### src/design/fete_pkg.sv
// Shared types, constants and helpers for the escape-time fractal engine.
// Used by every module of the block but the checker; depends on nothing else.
package fete_pkg;

  localparam int FRAC_BITS       = 28;
  localparam int WORD_BITS       = FRAC_BITS + 4;
  localparam int STEP_BITS       = 31;
  localparam int ITER_BITS       = 16;
  localparam int CFG_INDEX_BITS  = 8;
  localparam int CFG_DATA_BITS   = 32;
  localparam int COORD_BITS_DEF  = 12;
  localparam int COUNT_BITS_DEF  = 16;
  localparam int QUEUE_DEPTH_DEF = 2;

  // Wide signed intermediate: holds pixel mapping sums and iteration sums
  localparam int SAT_IN_BITS = 50;
  // Square magnitude after dropping fraction bits
  localparam int SQ_BITS = 2 * WORD_BITS - FRAC_BITS;
  // Doubled cross product after dropping fraction bits
  localparam int TW_BITS = 2 * WORD_BITS - FRAC_BITS + 1;

  localparam logic [SQ_BITS:0] FOUR_Q =
    {{(SQ_BITS - FRAC_BITS - 2){1'b0}}, 3'b100, {FRAC_BITS{1'b0}}};

  typedef logic signed [WORD_BITS-1:0]   word_t;
  typedef logic signed [SAT_IN_BITS-1:0] wide_t;

  typedef enum logic [1:0] {
    MODE_MANDEL  = 2'd0,
    MODE_JULIA   = 2'd1,
    MODE_TRICORN = 2'd2,
    MODE_SHIP    = 2'd3
  } mode_t;

  typedef enum logic [CFG_INDEX_BITS-1:0] {
    REG_MODE      = 8'd0,
    REG_MAX_ITER  = 8'd1,
    REG_STEP_RE   = 8'd2,
    REG_STEP_IM   = 8'd3,
    REG_ORIGIN_RE = 8'd4,
    REG_ORIGIN_IM = 8'd5,
    REG_JULIA_RE  = 8'd6,
    REG_JULIA_IM  = 8'd7
  } reg_index_t;

  typedef struct packed {
    mode_t                 mode;
    logic [ITER_BITS-1:0]  max_iter;
    logic [STEP_BITS-1:0]  step_re;
    logic [STEP_BITS-1:0]  step_im;
    word_t                 origin_re;
    word_t                 origin_im;
    word_t                 julia_re;
    word_t                 julia_im;
  } cfg_regs_t;

  localparam mode_t                RST_MODE      = MODE_MANDEL;
  localparam logic [ITER_BITS-1:0] RST_MAX_ITER  = 16'd50;
  localparam logic [STEP_BITS-1:0] RST_STEP_RE   = 31'd1342177;
  localparam logic [STEP_BITS-1:0] RST_STEP_IM   = 31'd1342177;
  localparam word_t                RST_ORIGIN_RE = -32'sd671088640;
  localparam word_t                RST_ORIGIN_IM = -32'sd335544320;
  localparam word_t                RST_JULIA_RE  = 32'sd0;
  localparam word_t                RST_JULIA_IM  = 32'sd0;

  function automatic wide_t sext_wide(input word_t v);
    return {{(SAT_IN_BITS - WORD_BITS){v[WORD_BITS-1]}}, v};
  endfunction

  // Clamp a wide signed value to the word range
  function automatic word_t sat_word(input wide_t v);
    logic [SAT_IN_BITS-WORD_BITS:0] top;
    top = v[SAT_IN_BITS-1:WORD_BITS-1];
    if ((&top) || !(|top)) begin
      return v[WORD_BITS-1:0];
    end else if (v[SAT_IN_BITS-1]) begin
      return {1'b1, {(WORD_BITS-1){1'b0}}};
    end else begin
      return {1'b0, {(WORD_BITS-1){1'b1}}};
    end
  endfunction

endpackage

### src/design/fete_queue.sv
// Short FIFO between the pixel mapper and the iteration engine.
// Depends on fete_pkg for the default depth.
module fete_queue #(
  parameter int DATA_BITS = 64,
  parameter int DEPTH     = fete_pkg::QUEUE_DEPTH_DEF
) (
  input  logic                 clk,
  input  logic                 rst_n,
  input  logic                 push,
  input  logic [DATA_BITS-1:0] push_data,
  output logic                 full,
  input  logic                 pop,
  output logic                 empty,
  output logic [DATA_BITS-1:0] pop_data
);
  import fete_pkg::*;

  localparam int PTR_BITS = (DEPTH > 1) ? $clog2(DEPTH) : 1;
  localparam logic [PTR_BITS-1:0] LAST = PTR_BITS'(DEPTH - 1);

  logic [DATA_BITS-1:0] mem_r [DEPTH];
  logic [PTR_BITS-1:0]  wr_ptr_r;
  logic [PTR_BITS-1:0]  rd_ptr_r;
  logic [PTR_BITS:0]    fill_r;
  logic                 do_push;
  logic                 do_pop;

  assign full     = (fill_r == (PTR_BITS + 1)'(DEPTH));
  assign empty    = (fill_r == '0);
  assign do_push  = push && !full;
  assign do_pop   = pop && !empty;
  assign pop_data = mem_r[rd_ptr_r];

  always_ff @(posedge clk) begin
    if (!rst_n) begin
      wr_ptr_r <= '0;
      rd_ptr_r <= '0;
      fill_r   <= '0;
    end else begin
      if (do_push) begin
        wr_ptr_r <= (wr_ptr_r == LAST) ? '0 : wr_ptr_r + 1'b1;
      end
      if (do_pop) begin
        rd_ptr_r <= (rd_ptr_r == LAST) ? '0 : rd_ptr_r + 1'b1;
      end
      if (do_push && !do_pop) begin
        fill_r <= fill_r + 1'b1;
      end else if (do_pop && !do_push) begin
        fill_r <= fill_r - 1'b1;
      end
    end
  end

  always_ff @(posedge clk) begin
    if (do_push) begin
      mem_r[wr_ptr_r] <= push_data;
    end
  end

endmodule

### config.mk
export PLATFORM = sky130hd
export DESIGN_NAME = fete_queue
export DESIGN_NICKNAME = d
export VERILOG_FILES = /design/src/design/fete_pkg.sv /design/src/design/fete_queue.sv
export SDC_FILE = /design/constraint.sdc
export NUM_CORES = 1
export LEC_CHECK = 0
export BUFFER_PORTS_ARGS = -buffer_cell sky130_fd_sc_hd__buf_4
export CORE_MARGIN = 2
export CORE_UTILIZATION = 47
export DETAILED_ROUTE_END_ITERATION = 10
export PLACE_DENSITY_LB_ADDON = 0.08
export SKIP_LAST_GASP = 1
export SYNTH_ARGS = -nofsm -noshare
export SYNTH_HDL_FRONTEND = slang
export SYNTH_SLANG_ARGS = --single-unit
### constraint.sdc
create_clock -name clk -period 4.3 [get_ports clk]
set_clock_uncertainty 0.15 [all_clocks]
set_input_delay 0.86 -clock clk [delete_from_list [all_inputs] [get_ports clk]]
set_output_delay 0.86 -clock clk [all_outputs]
set_load 0.05 [all_outputs]
==> results.ini <==
[synthesis]
synth_compound_area_share_pct=0.668
synth_xor_area_share_pct=0.539
ys_seq_area_share_pct=81.0
yosys.area_share.adder_pct=0.257
synthArstFlopShare_pct=0
avgSynthCellArea_um2=21.7
synth-edff-count=128
synthSimpleGateAreaFrac_pct=1.13
synth_cell_types=21
yosys.area.top_type=edfxtp_1
yosys_warnings=0
syn-num-nets=293
ys.flop_type=edfxtp_1
synth_top_family_by_area=multiplexers
synth_cells=224
muxShareOfSynthArea_pct=14.8
synth_seq_cells=133
synth_top_area_share_pct=78.9
ys_top_cells_by_area=edfxtp_1 79%, mux2_2 15%, dfxtp_1 2.1%, buf_6 1.4%, and2_1 0.39%
synth_area_mm2=0.00487

[sta]
slew_headroom_pct=41.3
maxSlewViolCount=0
finalSetupViolCount=0
worst_slack_ns=1.28
post-route-min-period_ns=3.02
fmax_mhz=332
final-hold-violation-count=0
rsz0062_at_grt=false
worst_pin_slew_ns=0.881
fin_crit_sh_pct=70.1
fin_setup_tns_ns=0

[routing]
wl_um=8480
routedWlPerCell_um=16.3
drtPass1Iterations=4
drtIter0Drc=80
ant_nets=0
dr_total_vias=2515
drc=0
viasPerCell=4.83

[clock_network]
insertion_delay_ns=0.51
hold_buffers=0
cts_root_buf=clkbuf_8
clock_path_buffers=2
postCtsSetupBuffers=0
numCtsBuffers=17
cts.sinks=133
htree_levels=4
clkTransAtPathRegs_ns=0.06
cts_tree=done
cts-resized-gates=0

[job]
cap_violations=0

[place]
pre_cts_slack_ns=1.81
port_buffers=133
gp_congestion=0.678
hpwl_um=5320
dp_cells=489

[die]
die_area_mm2=0.0112
io_pins=134
die_y_um=106
initial_core_util_pct=47.8
placement_rows=37
fp.dieW_um=106
core-area_mm2=0.0102

[critical_path]
cp.required_ns=3.29
r2r_start=fill_r[0]
reg2reg_slack_ns=2.17
critPathKind=reg2out
reg2reg_depth=3
crit_path_start_kind=flop
rr_endpoint=mem_r[1][30]
endpoint_kind=output port
cp.arrival_ns=2.01
cp_max_fo=51

[global_routing]
grt_max_degree=66
grt_pass1_wl_um=12800
grt_pass1_vias=2532
antenna_found_initial=0
grt.overflow.total=0
grt_usage_pct=15.8

[hold_path]
hold_path.startpoint=fill_r[1]
hold_path_class=reg2reg
min_to=fill_r[1]
min_delay_path_depth=2

[power]
ir_drop_v=0.000511
powerDensity_mw_per_mm2=726
p_leak_nw=2.50

[final_layout]
final_cell_count_no_fill=521
layout_common_cells=134 x buf_4, 128 x edfxtp_1, 64 x mux2_2, 16 x clkbuf_16, 5 x bufinv_16
antenna_cells=0
layout-drive-gt1-share_pct=60.8
nNetsFinal=441
final_common_cell=buf_4
area.growth.synth_to_final_pct=36.5

[status]
outcome=completed

## kinds of logic (layout without fill, tap and decap cells)
family                   Yosys count  in the layout
buffers and inverters              9            170
AND/OR/NAND/NOR                    9              9
AO/OA/AOI/OAI                      5              5
multiplexers                      64             64
flip-flops                       133            133
adder cells (fa/ha/maj)            1              1
XOR/XNOR                           3              3
## synth_stat cells, types with 2 or more instances
cell / number
buf_6: 6
mux2_2: 64
dfxtp_1: 5
xnor2_1: 2
edfxtp_1: 128
nor2_1: 2
and2_1: 3
## area by class of cell
class / instances / area, µm²
Fill cell: 768 / 3540
Tap cell: 136 / 170
Timing Repair Buffer: 136 / 1050
Clock inverter: 15 / 211
Inverter: 2 / 7.51
Sequential cell: 133 / 3950
Clock buffer: 17 / 414
Multi-Input combinational cell: 82 / 855
## routing by layer
layer	vias up	GRT usage (%)	wire, µm
li1	1179	-	-
met1	1230	18.5	3400
met2	95	25.0	4290
met3	11	7.17	655
met4	0	7.24	126
met5	-	0	0
## per-stage QoR
| stage | power, mW | area, µm² | utilization (%) | hold slack (ns) |
|---|---|---|---|---|
| after floorplan | 2.92 | 4870 | - | 0.333 |
| after global placement | 3.36 | 6020 | 59.1 | 0.355 |
| after detailed placement | 3.37 | 6020 | 59.1 | 0.376 |
| after CTS | 4.88 | 6650 | 65.3 | 0.350 |
| after global routing | 5.01 | 6650 | 65.3 | 0.348 |
| final | 4.83 | 6650 | 65.3 | 0.373 |
## sequential cells by signal (all words and copies together) (netlist names), named ones only
register / count
mem_r: 128
fill_r: 2
rd_ptr_r: 1
wr_ptr_r: 1
## power by group
group / switching [mW] / internal (mW)
logic: 1.08 / 0.552
registers: 0.0613 / 1.63
clock network: 0.506 / 0.992
## critical path, cell delays in order, from the launching register on
cell,delay (ns)
dfxtp_2,0.55
buf_12,0.33
mux2_2,0.40
buf_4,0.19
## worst max path at each step
stage | to | depth (start not counted)
floorplan | mem_r[0][0] | 2
global placement | pop_data[29] | 3
detailed placement | mem_r[1][26] | 3
CTS | pop_data[29] | 3
global route | pop_data[29] | 3
finish | pop_data[29] | 3
(Power assumes the default switching activity.)
