## src/design/fete_pkg.sv

```systemverilog
// Shared types, constants and helpers for the escape-time fractal engine.
// Used by every module of the block but the checker; depends on nothing else.
package fete_pkg;

  localparam int FRAC_BITS       = 28;
  localparam int WORD_BITS       = FRAC_BITS + 4;
  localparam int STEP_BITS       = 31;
  localparam int ITER_BITS       = 16;
  localparam int CFG_INDEX_BITS  = 8;
  localparam int CFG_DATA_BITS   = 32;
  localparam int COORD_BITS_DEF  = 12;
  localparam int COUNT_BITS_DEF  = 16;
  localparam int QUEUE_DEPTH_DEF = 2;

  // Wide signed intermediate: holds pixel mapping sums and iteration sums
  localparam int SAT_IN_BITS = 50;
  // Square magnitude after dropping fraction bits
  localparam int SQ_BITS = 2 * WORD_BITS - FRAC_BITS;
  // Doubled cross product after dropping fraction bits
  localparam int TW_BITS = 2 * WORD_BITS - FRAC_BITS + 1;

  localparam logic [SQ_BITS:0] FOUR_Q =
    {{(SQ_BITS - FRAC_BITS - 2){1'b0}}, 3'b100, {FRAC_BITS{1'b0}}};

  typedef logic signed [WORD_BITS-1:0]   word_t;
  typedef logic signed [SAT_IN_BITS-1:0] wide_t;

  typedef enum logic [1:0] {
    MODE_MANDEL  = 2'd0,
    MODE_JULIA   = 2'd1,
    MODE_TRICORN = 2'd2,
    MODE_SHIP    = 2'd3
  } mode_t;

  typedef enum logic [CFG_INDEX_BITS-1:0] {
    REG_MODE      = 8'd0,
    REG_MAX_ITER  = 8'd1,
    REG_STEP_RE   = 8'd2,
    REG_STEP_IM   = 8'd3,
    REG_ORIGIN_RE = 8'd4,
    REG_ORIGIN_IM = 8'd5,
    REG_JULIA_RE  = 8'd6,
    REG_JULIA_IM  = 8'd7
  } reg_index_t;

  typedef struct packed {
    mode_t                 mode;
    logic [ITER_BITS-1:0]  max_iter;
    logic [STEP_BITS-1:0]  step_re;
    logic [STEP_BITS-1:0]  step_im;
    word_t                 origin_re;
    word_t                 origin_im;
    word_t                 julia_re;
    word_t                 julia_im;
  } cfg_regs_t;

  localparam mode_t                RST_MODE      = MODE_MANDEL;
  localparam logic [ITER_BITS-1:0] RST_MAX_ITER  = 16'd50;
  localparam logic [STEP_BITS-1:0] RST_STEP_RE   = 31'd1342177;
  localparam logic [STEP_BITS-1:0] RST_STEP_IM   = 31'd1342177;
  localparam word_t                RST_ORIGIN_RE = -32'sd671088640;
  localparam word_t                RST_ORIGIN_IM = -32'sd335544320;
  localparam word_t                RST_JULIA_RE  = 32'sd0;
  localparam word_t                RST_JULIA_IM  = 32'sd0;

  function automatic wide_t sext_wide(input word_t v);
    return {{(SAT_IN_BITS - WORD_BITS){v[WORD_BITS-1]}}, v};
  endfunction

  // Clamp a wide signed value to the word range
  function automatic word_t sat_word(input wide_t v);
    logic [SAT_IN_BITS-WORD_BITS:0] top;
    top = v[SAT_IN_BITS-1:WORD_BITS-1];
    if ((&top) || !(|top)) begin
      return v[WORD_BITS-1:0];
    end else if (v[SAT_IN_BITS-1]) begin
      return {1'b1, {(WORD_BITS-1){1'b0}}};
    end else begin
      return {1'b0, {(WORD_BITS-1){1'b1}}};
    end
  endfunction

endpackage

```

## src/design/fete_front.sv

```systemverilog
// Front end: takes a pixel, scales it by the step registers and adds the origin.
// Depends on fete_pkg; feeds fete_queue.
module fete_front #(
  parameter int COORD_BITS = fete_pkg::COORD_BITS_DEF
) (
  input  logic                    clk,
  input  logic                    rst_n,
  input  fete_pkg::cfg_regs_t     cfg,
  input  logic                    start,
  output logic                    busy,
  input  logic [COORD_BITS-1:0]   in_pixel_x,
  input  logic [COORD_BITS-1:0]   in_pixel_y,
  output logic                    push,
  input  logic                    push_ready,
  output logic [COORD_BITS-1:0]   push_x,
  output logic [COORD_BITS-1:0]   push_y,
  output fete_pkg::word_t         push_re,
  output fete_pkg::word_t         push_im
);
  import fete_pkg::*;

  localparam int PROD_BITS = COORD_BITS + STEP_BITS;

  logic                  vld_r;
  logic [COORD_BITS-1:0] x_r;
  logic [COORD_BITS-1:0] y_r;
  logic [PROD_BITS-1:0]  prod_re_r;
  logic [PROD_BITS-1:0]  prod_im_r;
  logic                  accept;
  wide_t                 sum_re;
  wide_t                 sum_im;

  assign busy   = vld_r && !push_ready;
  assign accept = start && !busy;
  assign push   = vld_r;

  always_ff @(posedge clk) begin
    if (!rst_n) begin
      vld_r <= 1'b0;
    end else if (accept) begin
      vld_r <= 1'b1;
    end else if (push_ready) begin
      vld_r <= 1'b0;
    end
  end

  always_ff @(posedge clk) begin
    if (accept) begin
      x_r       <= in_pixel_x;
      y_r       <= in_pixel_y;
      prod_re_r <= PROD_BITS'(in_pixel_x) * PROD_BITS'(cfg.step_re);
      prod_im_r <= PROD_BITS'(in_pixel_y) * PROD_BITS'(cfg.step_im);
    end
  end

  assign sum_re = sext_wide(cfg.origin_re) + SAT_IN_BITS'(prod_re_r);
  assign sum_im = sext_wide(cfg.origin_im) + SAT_IN_BITS'(prod_im_r);

  assign push_x  = x_r;
  assign push_y  = y_r;
  assign push_re = sat_word(sum_re);
  assign push_im = sat_word(sum_im);

endmodule

```

## config.mk

```make
export PLATFORM = sky130hd
export DESIGN_NAME = fete_front
export DESIGN_NICKNAME = d
export VERILOG_FILES = /design/src/design/fete_pkg.sv /design/src/design/fete_front.sv
export SDC_FILE = /design/constraint.sdc
export NUM_CORES = 2
export LEC_CHECK = 0
export BUFFER_PORTS_ARGS = -buffer_cell sky130_fd_sc_hd__buf_2
export CORE_MARGIN = 3
export CORE_UTILIZATION = 30
export DETAILED_ROUTE_END_ITERATION = 10
export PLACE_DENSITY = 0.56
export SLEW_MARGIN = 10
export SYNTH_ARGS = -nofsm -noshare
export SYNTH_HDL_FRONTEND = slang
export SYNTH_SLANG_ARGS = --single-unit
```

## constraint.sdc

```tcl
create_clock -name clk -period 15.6 [get_ports clk]
set_clock_uncertainty 0.05 [all_clocks]
set_input_delay 0.78 -clock clk [delete_from_list [all_inputs] [get_ports clk]]
set_output_delay 0.78 -clock clk [all_outputs]
set_load 0.03 [all_outputs]
```

==> out/metrics.json <==
{
  "final-seq-area_sq_um": 3320,
  "gp_congestion": 0.886,
  "startpoint_type": "input pin",
  "synth.distinct_cells": 100,
  "placeableCoreArea_sq_um": 106000,
  "grt_max_degree": 62,
  "post-route-cell-area_sq_um": 34700,
  "relSlewSlack": 0.361,
  "max-clock-path-buffers": 2,
  "syn_inst": 3707,
  "top_level_pins": 326,
  "cts_hold_buffers": 0,
  "post-synth-top-area-cell": "sky130_fd_sc_hd__fa_1",
  "insertion_delay_ns": 0.41,
  "cap_viol_max_count": 0,
  "initial_utilization": 0.304,
  "multiInputGateArea_sq_um": 25600,
  "post-synth-top-area-fraction": 0.362,
  "final_min_period_over_clock_period": 0.469,
  "timing.hold.worst_endpoint": "push$_SDFFE_PN0P_",
  "yosys_register_bits": 111,
  "track_usage": 0.169,
  "n_fill_cell": 11200,
  "timing.final.ws_setup_ns": 8.28,
  "clkTransAtPathRegs_ns": 0.10,
  "powerDensity_nw_per_um2": 242,
  "cp_data_required_time_ns": 15.71,
  "mostFrequentLayoutCell": "sky130_fd_sc_hd__inv_1",
  "num_rows": 119,
  "number_of_pins_exceeding_their_max_slew_limit_in_the_final_report": 0,
  "drive_above_1_share": 0.0851,
  "criticalPathCategory": "input pin to flop",
  "post-route-drc-count": 0,
  "synth_top_area_cells": "sky130_fd_sc_hd__fa_1 36%, sky130_fd_sc_hd__edfxtp_1 10%, sky130_fd_sc_hd__ha_1 9.7%",
  "route.detailed.wl_per_inst_um": 17.9,
  "reg2reg_depth": 4,
  "firstDrtPassIters": 6,
  "die-area_sq_um": 111000,
  "timing_worst_slew_pin_value_ns": 0.957,
  "number_of_antenna_violations_at_the_first_check_in_global_routing": 10,
  "area.growth.synth_to_final_pct": 7.88,
  "chipWidth_um": 334,
  "via_count_of_the_first_global_routing_pass": 26200,
  "place.detailed.instances": 5159,
  "synth_warnings": 0,
  "final_cell_mix": "666 x sky130_fd_sc_hd__inv_1, 620 x sky130_fd_sc_hd__nand2_1, 582 x sky130_fd_sc_hd__fa_1",
  "globalRouteOverflowTotal": 0,
  "cts_repair_resize_count": 0,
  "antenna_violating_nets_left": 0,
  "worst-r2r-setup-slack_ns": 13.10,
  "post-cts-setup-buffers": 0,
  "nNetsFinal": 4847,
  "count_of_buffers_inserted_at_the_top_level_ports": 243,
  "place_area_sq_um": 34400,
  "clock_sink_count": 111,
  "post-place-ws_ns": 7.93,
  "combined_area_of_all_synthesized_cells_sq_um": 32200,
  "postRouteWirelength_um": 92600,
  "number_of_enable_type_register_cells_in_the_synthesized_netlist": 110,
  "cts_htree_levels": 3,
  "global_route_wire_length_before_repair_um": 149000,
  "status": "finished clean",
  "post_drt_via_cell_ratio": 4.89,
  "cts_made_buffers": 9,
  "tritoncts": "yes",
  "instances_no_fill": 5185,
  "fmax_mhz": 137,
  "final_hold_viol_count": 0,
  "crit-reg2reg-capture": "push_y[11]$_DFFE_PP_",
  "ir_drop_mv": 0.182,
  "die_span_in_y_um": 334,
  "cp-end-kind": "flop",
  "worst-path-max-fanout": 32,
  "worstPathArrival_ns": 7.43,
  "drt_iter0_markers": 1687,
  "leakagePower_uw": 0.0169,
  "min_path_cells": 2,
  "hold_path_class": "input pin to flop",
  "cts_root_buffer": "sky130_fd_sc_hd__clkbuf_16",
  "synth_ff_type": "sky130_fd_sc_hd__edfxtp_1",
  "num_vias": 25400,
  "finalSetupViolations": 0,
  "fin_setup_tns_ns": 0,
  "grt_setup_unrepaired": "false",
  "syn_avg_cell_area_sq_um": 8.69,
  "dp.final_hpwl_um": 73900,
  "synth_seq_area_share": 0.103,
  "final_period_minus_worst_setup_slack_ns": 7.32,
  "synthArstFlopShare": 0,
  "syn_nets": 4775,
  "crit-reg2reg-launch": "push$_SDFFE_PN0P_",
  "min-delay-start": "start"
}
worst max-delay path by stage:
stage	startpoint	end	cells after the start	slack [ns]
2_1_floorplan	in_pixel_x[3]	prod_re_r[40]$_DFFE_PP_	22	9.12
3_3_place_gp	in_pixel_x[3]	prod_re_r[40]$_DFFE_PP_	22	7.95
3_5_place_dp	in_pixel_x[3]	prod_re_r[40]$_DFFE_PP_	22	7.93
4_1_cts	in_pixel_x[3]	prod_re_r[40]$_DFFE_PP_	22	8.38
5_1_grt	in_pixel_x[3]	prod_re_r[40]$_DFFE_PP_	22	7.96
6_report	in_pixel_x[3]	prod_re_r[40]$_DFFE_PP_	22	8.28
logic make-up after synthesis:
logic type,synth area share
fa+ha+maj,0.459
xor+xnor,0.0391
compound gates,0.123
simple gates,0.172
buf+inv,0.102
flops,0.103
mux,0.000660
layer usage:
metal	wire, um	global-route usage	vias to the layer above	share of wire
li1	-	-	11900	-
met1	43100	0.235	12800	0.47
met2	43200	0.277	575	0.47
met3	3850	0.0167	107	0.042
met4	2380	0.0510	6	0.026
met5	42	0	-	0.00045
power breakdown:
| part | internal (uW) | switching (uW) |
|---|---|---|
| sequential | 742 | 48.6 |
| clock | 142 | 135 |
| combinational | 2890 | 4450 |
| total | 3770 | 4640 |
registers in the layout, summed over array words and instances, names as in the netlist:
signal / count
push: 1
prod_im_r: 43
push_y: 12
push_x: 12
prod_re_r: 43
synthesized netlist by cell type (all sizes together), types with 7 or more instances:
cell	instances
a211o	10
a211oi	25
a21o	79
a21oi	183
a31oi	22
and2	243
and3	23
buf	29
clkbuf	157
edfxtp	110
fa	582
ha	250
inv	666
nand2	622
nand2b	24
nand3	28
nand4	30
nor2	104
nor2b	14
nor3	24
nor4	9
o211ai	15
o21a	36
o21ai	133
o21bai	17
o221ai	7
o31ai	8
or2	10
or3	10
xnor2	87
xor2	56
per-stage QoR:
step	total power, uW	util	hold WS, ns
6_report	8410	0.328	0.540
3_3_place_gp	8050	0.325	0.629
4_1_cts	8410	0.328	0.511
5_1_grt	9390	0.328	0.550
2_1_floorplan	6210	-	0.829
3_5_place_dp	8090	0.325	0.629
area by class of cell:
class | count | area share
Tap cell | 1391 | 0.0501
Antenna cell | 11 | 0.000792
Clock inverter | 6 | 0.00266
Multi-Input combinational cell | 2744 | 0.736
Clock buffer | 9 | 0.00648
Timing Repair Buffer | 247 | 0.0359
Inverter | 666 | 0.0720
Sequential cell | 111 | 0.0956
worst max-delay path, cell delays in order:
cell                      delay [ns]
sky130_fd_sc_hd__buf_2          0.68
sky130_fd_sc_hd__nand2_1        0.18
sky130_fd_sc_hd__fa_1           0.60
sky130_fd_sc_hd__fa_1           0.44
sky130_fd_sc_hd__fa_1           0.54
sky130_fd_sc_hd__inv_1          0.05
sky130_fd_sc_hd__fa_1           0.48
sky130_fd_sc_hd__inv_1          0.05
sky130_fd_sc_hd__fa_1           0.47
sky130_fd_sc_hd__inv_1          0.04
sky130_fd_sc_hd__ha_1           0.23
sky130_fd_sc_hd__or3_1          0.45
sky130_fd_sc_hd__or2_2          0.30
sky130_fd_sc_hd__o22ai_1        0.53
sky130_fd_sc_hd__o311a_1        0.25
sky130_fd_sc_hd__nor3_1         0.09
sky130_fd_sc_hd__o21a_1         0.24
sky130_fd_sc_hd__a31oi_1        0.24
sky130_fd_sc_hd__a21oi_1        0.16
sky130_fd_sc_hd__or3_1          0.32
sky130_fd_sc_hd__a31oi_1        0.19
sky130_fd_sc_hd__xnor2_1        0.08
(Power assumes the default switching activity.)
