===== config.mk =====
export PLATFORM = sky130hd
export DESIGN_NAME = fete_iter
export DESIGN_NICKNAME = d
export VERILOG_FILES = /design/src/design/fete_pkg.sv /design/src/design/fete_iter.sv
export SDC_FILE = /design/constraint.sdc
export NUM_CORES = 2
export LEC_CHECK = 0
export ABC_AREA = 1
export BUFFER_PORTS_ARGS = -buffer_cell sky130_fd_sc_hd__buf_2
export CAP_MARGIN = 20
export CORE_MARGIN = 10
export CORE_UTILIZATION = 57
export CTS_BUF_LIST = sky130_fd_sc_hd__clkbuf_4
export DETAILED_ROUTE_END_ITERATION = 8
export GPL_TIMING_DRIVEN = 1
export PLACE_DENSITY = 0.75
export SYNTH_ARGS = -nofsm -noshare
export SYNTH_HDL_FRONTEND = slang
export SYNTH_SLANG_ARGS = --single-unit

===== constraint.sdc =====
create_clock -name clk -period 9.8 [get_ports clk]
set_input_delay 0.49 -clock clk [delete_from_list [all_inputs] [get_ports clk]]
set_output_delay 0.49 -clock clk [all_outputs]
set_load 0.005 [all_outputs]

===== src/design/fete_pkg.sv =====
// Shared types, constants and helpers for the escape-time fractal engine.
// Used by every module of the block but the checker; depends on nothing else.
package fete_pkg;

  localparam int FRAC_BITS       = 28;
  localparam int WORD_BITS       = FRAC_BITS + 4;
  localparam int STEP_BITS       = 31;
  localparam int ITER_BITS       = 16;
  localparam int CFG_INDEX_BITS  = 8;
  localparam int CFG_DATA_BITS   = 32;
  localparam int COORD_BITS_DEF  = 12;
  localparam int COUNT_BITS_DEF  = 16;
  localparam int QUEUE_DEPTH_DEF = 2;

  // Wide signed intermediate: holds pixel mapping sums and iteration sums
  localparam int SAT_IN_BITS = 50;
  // Square magnitude after dropping fraction bits
  localparam int SQ_BITS = 2 * WORD_BITS - FRAC_BITS;
  // Doubled cross product after dropping fraction bits
  localparam int TW_BITS = 2 * WORD_BITS - FRAC_BITS + 1;

  localparam logic [SQ_BITS:0] FOUR_Q =
    {{(SQ_BITS - FRAC_BITS - 2){1'b0}}, 3'b100, {FRAC_BITS{1'b0}}};

  typedef logic signed [WORD_BITS-1:0]   word_t;
  typedef logic signed [SAT_IN_BITS-1:0] wide_t;

  typedef enum logic [1:0] {
    MODE_MANDEL  = 2'd0,
    MODE_JULIA   = 2'd1,
    MODE_TRICORN = 2'd2,
    MODE_SHIP    = 2'd3
  } mode_t;

  typedef enum logic [CFG_INDEX_BITS-1:0] {
    REG_MODE      = 8'd0,
    REG_MAX_ITER  = 8'd1,
    REG_STEP_RE   = 8'd2,
    REG_STEP_IM   = 8'd3,
    REG_ORIGIN_RE = 8'd4,
    REG_ORIGIN_IM = 8'd5,
    REG_JULIA_RE  = 8'd6,
    REG_JULIA_IM  = 8'd7
  } reg_index_t;

  typedef struct packed {
    mode_t                 mode;
    logic [ITER_BITS-1:0]  max_iter;
    logic [STEP_BITS-1:0]  step_re;
    logic [STEP_BITS-1:0]  step_im;
    word_t                 origin_re;
    word_t                 origin_im;
    word_t                 julia_re;
    word_t                 julia_im;
  } cfg_regs_t;

  localparam mode_t                RST_MODE      = MODE_MANDEL;
  localparam logic [ITER_BITS-1:0] RST_MAX_ITER  = 16'd50;
  localparam logic [STEP_BITS-1:0] RST_STEP_RE   = 31'd1342177;
  localparam logic [STEP_BITS-1:0] RST_STEP_IM   = 31'd1342177;
  localparam word_t                RST_ORIGIN_RE = -32'sd671088640;
  localparam word_t                RST_ORIGIN_IM = -32'sd335544320;
  localparam word_t                RST_JULIA_RE  = 32'sd0;
  localparam word_t                RST_JULIA_IM  = 32'sd0;

  function automatic wide_t sext_wide(input word_t v);
    return {{(SAT_IN_BITS - WORD_BITS){v[WORD_BITS-1]}}, v};
  endfunction

  // Clamp a wide signed value to the word range
  function automatic word_t sat_word(input wide_t v);
    logic [SAT_IN_BITS-WORD_BITS:0] top;
    top = v[SAT_IN_BITS-1:WORD_BITS-1];
    if ((&top) || !(|top)) begin
      return v[WORD_BITS-1:0];
    end else if (v[SAT_IN_BITS-1]) begin
      return {1'b1, {(WORD_BITS-1){1'b0}}};
    end else begin
      return {1'b0, {(WORD_BITS-1){1'b1}}};
    end
  endfunction

endpackage


===== src/design/fete_iter.sv =====
// Back end: iterates the selected map with one shared 32x32 multiplier and
// counts steps until escape or the limit. Depends on fete_pkg.
module fete_iter #(
  parameter int COORD_BITS = fete_pkg::COORD_BITS_DEF
) (
  input  logic                           clk,
  input  logic                           rst_n,
  input  fete_pkg::cfg_regs_t            cfg,
  input  logic                           q_empty,
  output logic                           q_pop,
  input  logic [COORD_BITS-1:0]          q_x,
  input  logic [COORD_BITS-1:0]          q_y,
  input  fete_pkg::word_t                q_re,
  input  fete_pkg::word_t                q_im,
  output logic                           out_valid,
  output logic [COORD_BITS-1:0]          out_x,
  output logic [COORD_BITS-1:0]          out_y,
  output logic [fete_pkg::ITER_BITS-1:0] out_count
);
  import fete_pkg::*;

  typedef enum logic [2:0] {
    S_IDLE,
    S_SQ_R,
    S_SQ_I,
    S_CROSS,
    S_UPD
  } state_t;

  state_t                 state_r;
  word_t                  zr_r;
  word_t                  zi_r;
  word_t                  cr_r;
  word_t                  ci_r;
  logic [ITER_BITS-1:0]   count_r;
  logic [COORD_BITS-1:0]  x_r;
  logic [COORD_BITS-1:0]  y_r;
  logic [2*WORD_BITS-1:0] prod_r;
  logic [SQ_BITS-1:0]     sr_r;
  logic [SQ_BITS-1:0]     si_r;
  logic                   out_valid_r;
  logic [COORD_BITS-1:0]  out_x_r;
  logic [COORD_BITS-1:0]  out_y_r;
  logic [ITER_BITS-1:0]   out_count_r;

  logic [WORD_BITS-1:0]   mr;
  logic [WORD_BITS-1:0]   mi;
  logic [WORD_BITS-1:0]   mul_a;
  logic [WORD_BITS-1:0]   mul_b;
  logic [2*WORD_BITS-1:0] mul_p;
  logic [SQ_BITS:0]       mag_sum;
  logic                   escape;
  logic                   neg_sel;
  logic [TW_BITS-1:0]     tw_floor;
  logic [TW_BITS:0]       tw_ceil;
  wide_t                  tw;
  wide_t                  zi_sum;
  wide_t                  zr_sum;

  assign mr = zr_r[WORD_BITS-1] ? (~zr_r + 1'b1) : zr_r;
  assign mi = zi_r[WORD_BITS-1] ? (~zi_r + 1'b1) : zi_r;

  always_comb begin
    unique case (state_r)
      S_SQ_R: begin
        mul_a = mr;
        mul_b = mr;
      end
      S_SQ_I: begin
        mul_a = mi;
        mul_b = mi;
      end
      default: begin
        mul_a = mr;
        mul_b = mi;
      end
    endcase
  end

  assign mul_p = (2*WORD_BITS)'(mul_a) * (2*WORD_BITS)'(mul_b);

  assign mag_sum = {1'b0, sr_r} + {1'b0, si_r};
  assign escape  = (mag_sum >= FOUR_Q);

  // Sign of the doubled cross term per map
  always_comb begin
    unique case (cfg.mode)
      MODE_TRICORN: neg_sel = !(zr_r[WORD_BITS-1] ^ zi_r[WORD_BITS-1]);
      MODE_SHIP:    neg_sel = 1'b0;
      default:      neg_sel = zr_r[WORD_BITS-1] ^ zi_r[WORD_BITS-1];
    endcase
  end

  // Negative products round toward minus infinity: negate the rounded-up magnitude
  assign tw_floor = prod_r[2*WORD_BITS-1:FRAC_BITS-1];
  assign tw_ceil  = {1'b0, tw_floor} + (TW_BITS + 1)'(|prod_r[FRAC_BITS-2:0]);
  assign tw       = neg_sel ? -$signed(SAT_IN_BITS'(tw_ceil))
                            : $signed(SAT_IN_BITS'(tw_floor));
  assign zi_sum   = (cfg.mode == MODE_MANDEL) ? tw - sext_wide(ci_r)
                                              : tw + sext_wide(ci_r);
  assign zr_sum   = $signed(SAT_IN_BITS'(sr_r)) - $signed(SAT_IN_BITS'(si_r))
                    + sext_wide(cr_r);

  assign q_pop = (state_r == S_IDLE) && !q_empty;

  always_ff @(posedge clk) begin
    if (!rst_n) begin
      state_r     <= S_IDLE;
      out_valid_r <= 1'b0;
    end else begin
      out_valid_r <= 1'b0;
      unique case (state_r)
        S_IDLE: begin
          if (!q_empty) begin
            x_r     <= q_x;
            y_r     <= q_y;
            count_r <= '0;
            if (cfg.mode == MODE_JULIA) begin
              zr_r <= q_re;
              zi_r <= q_im;
              cr_r <= cfg.julia_re;
              ci_r <= cfg.julia_im;
            end else begin
              zr_r <= '0;
              zi_r <= '0;
              cr_r <= q_re;
              ci_r <= q_im;
            end
            state_r <= S_SQ_R;
          end
        end
        S_SQ_R: begin
          if (count_r >= cfg.max_iter) begin
            out_valid_r <= 1'b1;
            out_x_r     <= x_r;
            out_y_r     <= y_r;
            out_count_r <= count_r;
            state_r     <= S_IDLE;
          end else begin
            prod_r  <= mul_p;
            state_r <= S_SQ_I;
          end
        end
        S_SQ_I: begin
          sr_r    <= prod_r[2*WORD_BITS-1:FRAC_BITS];
          prod_r  <= mul_p;
          state_r <= S_CROSS;
        end
        S_CROSS: begin
          si_r    <= prod_r[2*WORD_BITS-1:FRAC_BITS];
          prod_r  <= mul_p;
          state_r <= S_UPD;
        end
        S_UPD: begin
          if (escape) begin
            out_valid_r <= 1'b1;
            out_x_r     <= x_r;
            out_y_r     <= y_r;
            out_count_r <= count_r;
            state_r     <= S_IDLE;
          end else begin
            zr_r    <= sat_word(zr_sum);
            zi_r    <= sat_word(zi_sum);
            count_r <= count_r + 1'b1;
            state_r <= S_SQ_R;
          end
        end
        default: state_r <= S_IDLE;
      endcase
    end
  end

  assign out_valid = out_valid_r;
  assign out_x     = out_x_r;
  assign out_y     = out_y_r;
  assign out_count = out_count_r;

endmodule


==> results.md <==
- Outcome: complete, no violations
- Final Cell Area: 68900 µm²
- Synth cell types: 57
- Worst slew pin tran: 1.03 ns
- Skew final: 0.147 ns
- Cells after Synth: 8193
- Synth top area share: 0.288
- EDFF count, synth: 344
- Post-route DRC: 0
- Core ar.: 109000 µm²
- Min Clock Period, post-route: 9.50 ns
- Crit start category: flip-flop
- RR Startpoint: zr_r[2]
- Max_slew headroom: 0.310
- Min-delay src: q_im[31]
- Post-synthesis cell area: 62500 µm²
- RR Endpoint: prod_r[50]
- CP delay by family, top: adder cells
- Number of I/O port buffers: 214
- Die Wd: 351 µm
- Worst-case clock buffer depth: 3
- Pin count of the biggest net entering global routing: 81
- DRT antenna net count: 0
- Setup TNS: 0 ns
- Post-synth top cells: nand2_1, inv_1, nor2_1, fa_1, ha_1
- Vias in the first global route: 56600
- Util after Layout: 0.633
- Via density: 5.61
- Slowest CP cell: fa_1
- Worst hold margin: 0.0430 ns
- Slew Viols, Final: 0
- DR vias: 56600
- Post-DR wirelength/cell: 21.3 µm
- Worst EP required: 10.31 ns
- Warnings from Yosys: 0
- Clock Latency Late Sink: 0.91 ns
- Setup-failing EPs final: 0
- Min-Delay Endpoint: ci_r[31]
- Crit. End Element: flip-flop
- Hold Crit Depth: 3
- H-tree Lvls: 3
- Worst stage delay on the critical path: 0.56 ns
- Crit path kind: flip-flop to flip-flop
- Crit Path Max Fanout: 8
- Top-count cell post-synth: nand2_1
- Fmax: 105 MHz
- WP buf/inv: 7
- Clock sink total: 348
- Largest cells by area after synthesis: fa_1, edfxtp_1, nand2_1
- Starting Density: 0.574
- Async SR Flop Fraction: 0
- Register-to-Register Setup Slack: 0.30 ns
- Placed cell area: 65600 µm²
- CTS tree: built
- Nets@finish: 10300
- DRT Pass-1 Iters: 6
- Hold Crit Class: input port to flip-flop
- Part of the cycle the worst path needs: 0.969
- Antenna violations before repair: 10
- Final hold violation count: 0
- Critical Path AT: 10.01 ns
- Die Y: 351 µm
- First-pass GRT wire length: 326 mm
- Root Buffer: clkbuf_4
- RSZ-0062 raised after global routing: yes
- Sequential area share after synthesis: 0.167
- Share of layout cells above drive strength 1: 0.0798
- HPWL after DPL: 178 mm
- Grt total ovfl: 0
- Prevailing post-synth register cell: edfxtp_1
- Max-cap violations: 0
- Cell row count: 121
- GPL Wtd Cong: 1.02
- Syn Nets: 9873
- Worst r2r path cells: 38
- Synth Register Bits: 348
- Cell accounting for the most synthesized area: fa_1
- GRT Util Overall: 0.347
- Clk slew on worst S/H paths: 0.08 ns
- DIE AREA: 123000 µm²
- CTS buffer count: 86
- Area grow syn2layout: 10.2%
- Drt initial violations: 5639
- Total I/O pin count: 341
- Detailed-route wire length: 215 mm
- Syn_area_per_cell: 7.63 µm²
## stage by stage
| step | setup slack (ns) | cells |
|---|---|---|
| 2_1_floorplan | 1.37 | 8193 |
| 3_3_place_gp | 0.383 | 9744 |
| 3_5_place_dp | 0.249 | 9745 |
| 4_1_cts | 0.161 | 10000 |
| 5_1_grt | -0.0628 | 10100 |
| 6_report | 0.300 | 10100 |
## how the worst max path moves through the flow
stage / startpoint / to / depth (start not counted)
after floorplan: zr_r[0] / prod_r[55] / 42
after global placement: zi_r[0] / prod_r[56] / 34
after detailed placement: zr_r[0] / prod_r[61] / 45
after CTS: zr_r[0] / prod_r[56] / 37
after global routing: zi_r[1] / prod_r[56] / 37
final: zr_r[2] / prod_r[50] / 38
## cell usage in the layout, fill, tap and decap left out, drive strengths merged, types with 3 or more instances in the layout
cell	count
o221ai	4
nand3b	8
o21ai	256
clkbuf	117
and3	4
o211ai	12
a21boi	13
inv	1752
buf	408
edfxtp	344
clkinv	42
nand4	46
a21oi	421
or2	18
o311ai	3
dlygate4sd3	149
a31oi	56
nand3	191
diode	11
bufinv	5
and2	3
o21bai	21
a221oi	3
nand2	1958
nor4	28
ha	481
xor2	182
clkinvlp	9
a21o	17
o31ai	6
xnor2	69
fa	900
nor3	75
nor2	1020
o21a	24
o22ai	3
dfxtp	4
## layout make-up
type | count | area, µm²
Sequential cell | 348 | 10400
Inverter | 1771 | 6690
Clock inverter | 37 | 288
Antenna cell | 11 | 27.5
Clock buffer | 117 | 878
Tap cell | 1414 | 1770
Multi-Input combinational cell | 5830 | 44500
Fill cell | 9769 | 40000
Timing Repair Buffer | 557 | 4280
## state kept, by name (all words and copies together), names as in the netlist
register,cells
out_valid,1
sr_r,36
x_r,12
out_y,12
state_r,3
y_r,12
si_r,36
zi_r,32
prod_r,64
zr_r,32
out_count,16
ci_r,32
cr_r,32
out_x,12
count_r,16
## cell families (layout without fill, tap and decap cells)
family / count (synthesis) / in the layout / synth area share
buf+inv: 2015 / 2482 / 0.124
other cells: 0 / 11 / 0
xor+xnor: 251 / 251 / 0.0352
flops: 348 / 348 / 0.167
compound gates: 844 / 844 / 0.0744
fa+ha+maj: 1381 / 1381 / 0.385
simple gates: 3354 / 3354 / 0.215
## worst register-to-register path, delay by kind of cell, from the launching register on
kind,cells,cell delay (ns)
fa+ha+maj,9,4.49
simple gates,15,2.05
compound gates,6,1.26
buf+inv,7,0.70
flops,1,0.43
xor+xnor,1,0.24
## repair_timing
item / 4_1_cts / 5_1_grt
setup buffers: 0 / 23
hold buffers: 149 / 0
setup endpoints to repair: 0 / 25
resized for setup: 0 / 55
endpoints found under the hold margin: 88 / 0
## layer usage
| layer | vias to the layer above | global-route usage | routed length (µm) |
|---|---|---|---|
| li1 | 25800 | - | - |
| met4 | 6 | 0.125 | 9230 |
| met2 | 3071 | 0.533 | 93300 |
| met1 | 27300 | 0.472 | 87000 |
| met5 | - | 0 | 128 |
| met3 | 464 | 0.0885 | 25500 |
Power is not shown: default switching activity piles up to over one toggle a cycle in this logic, so the estimate is an artifact.
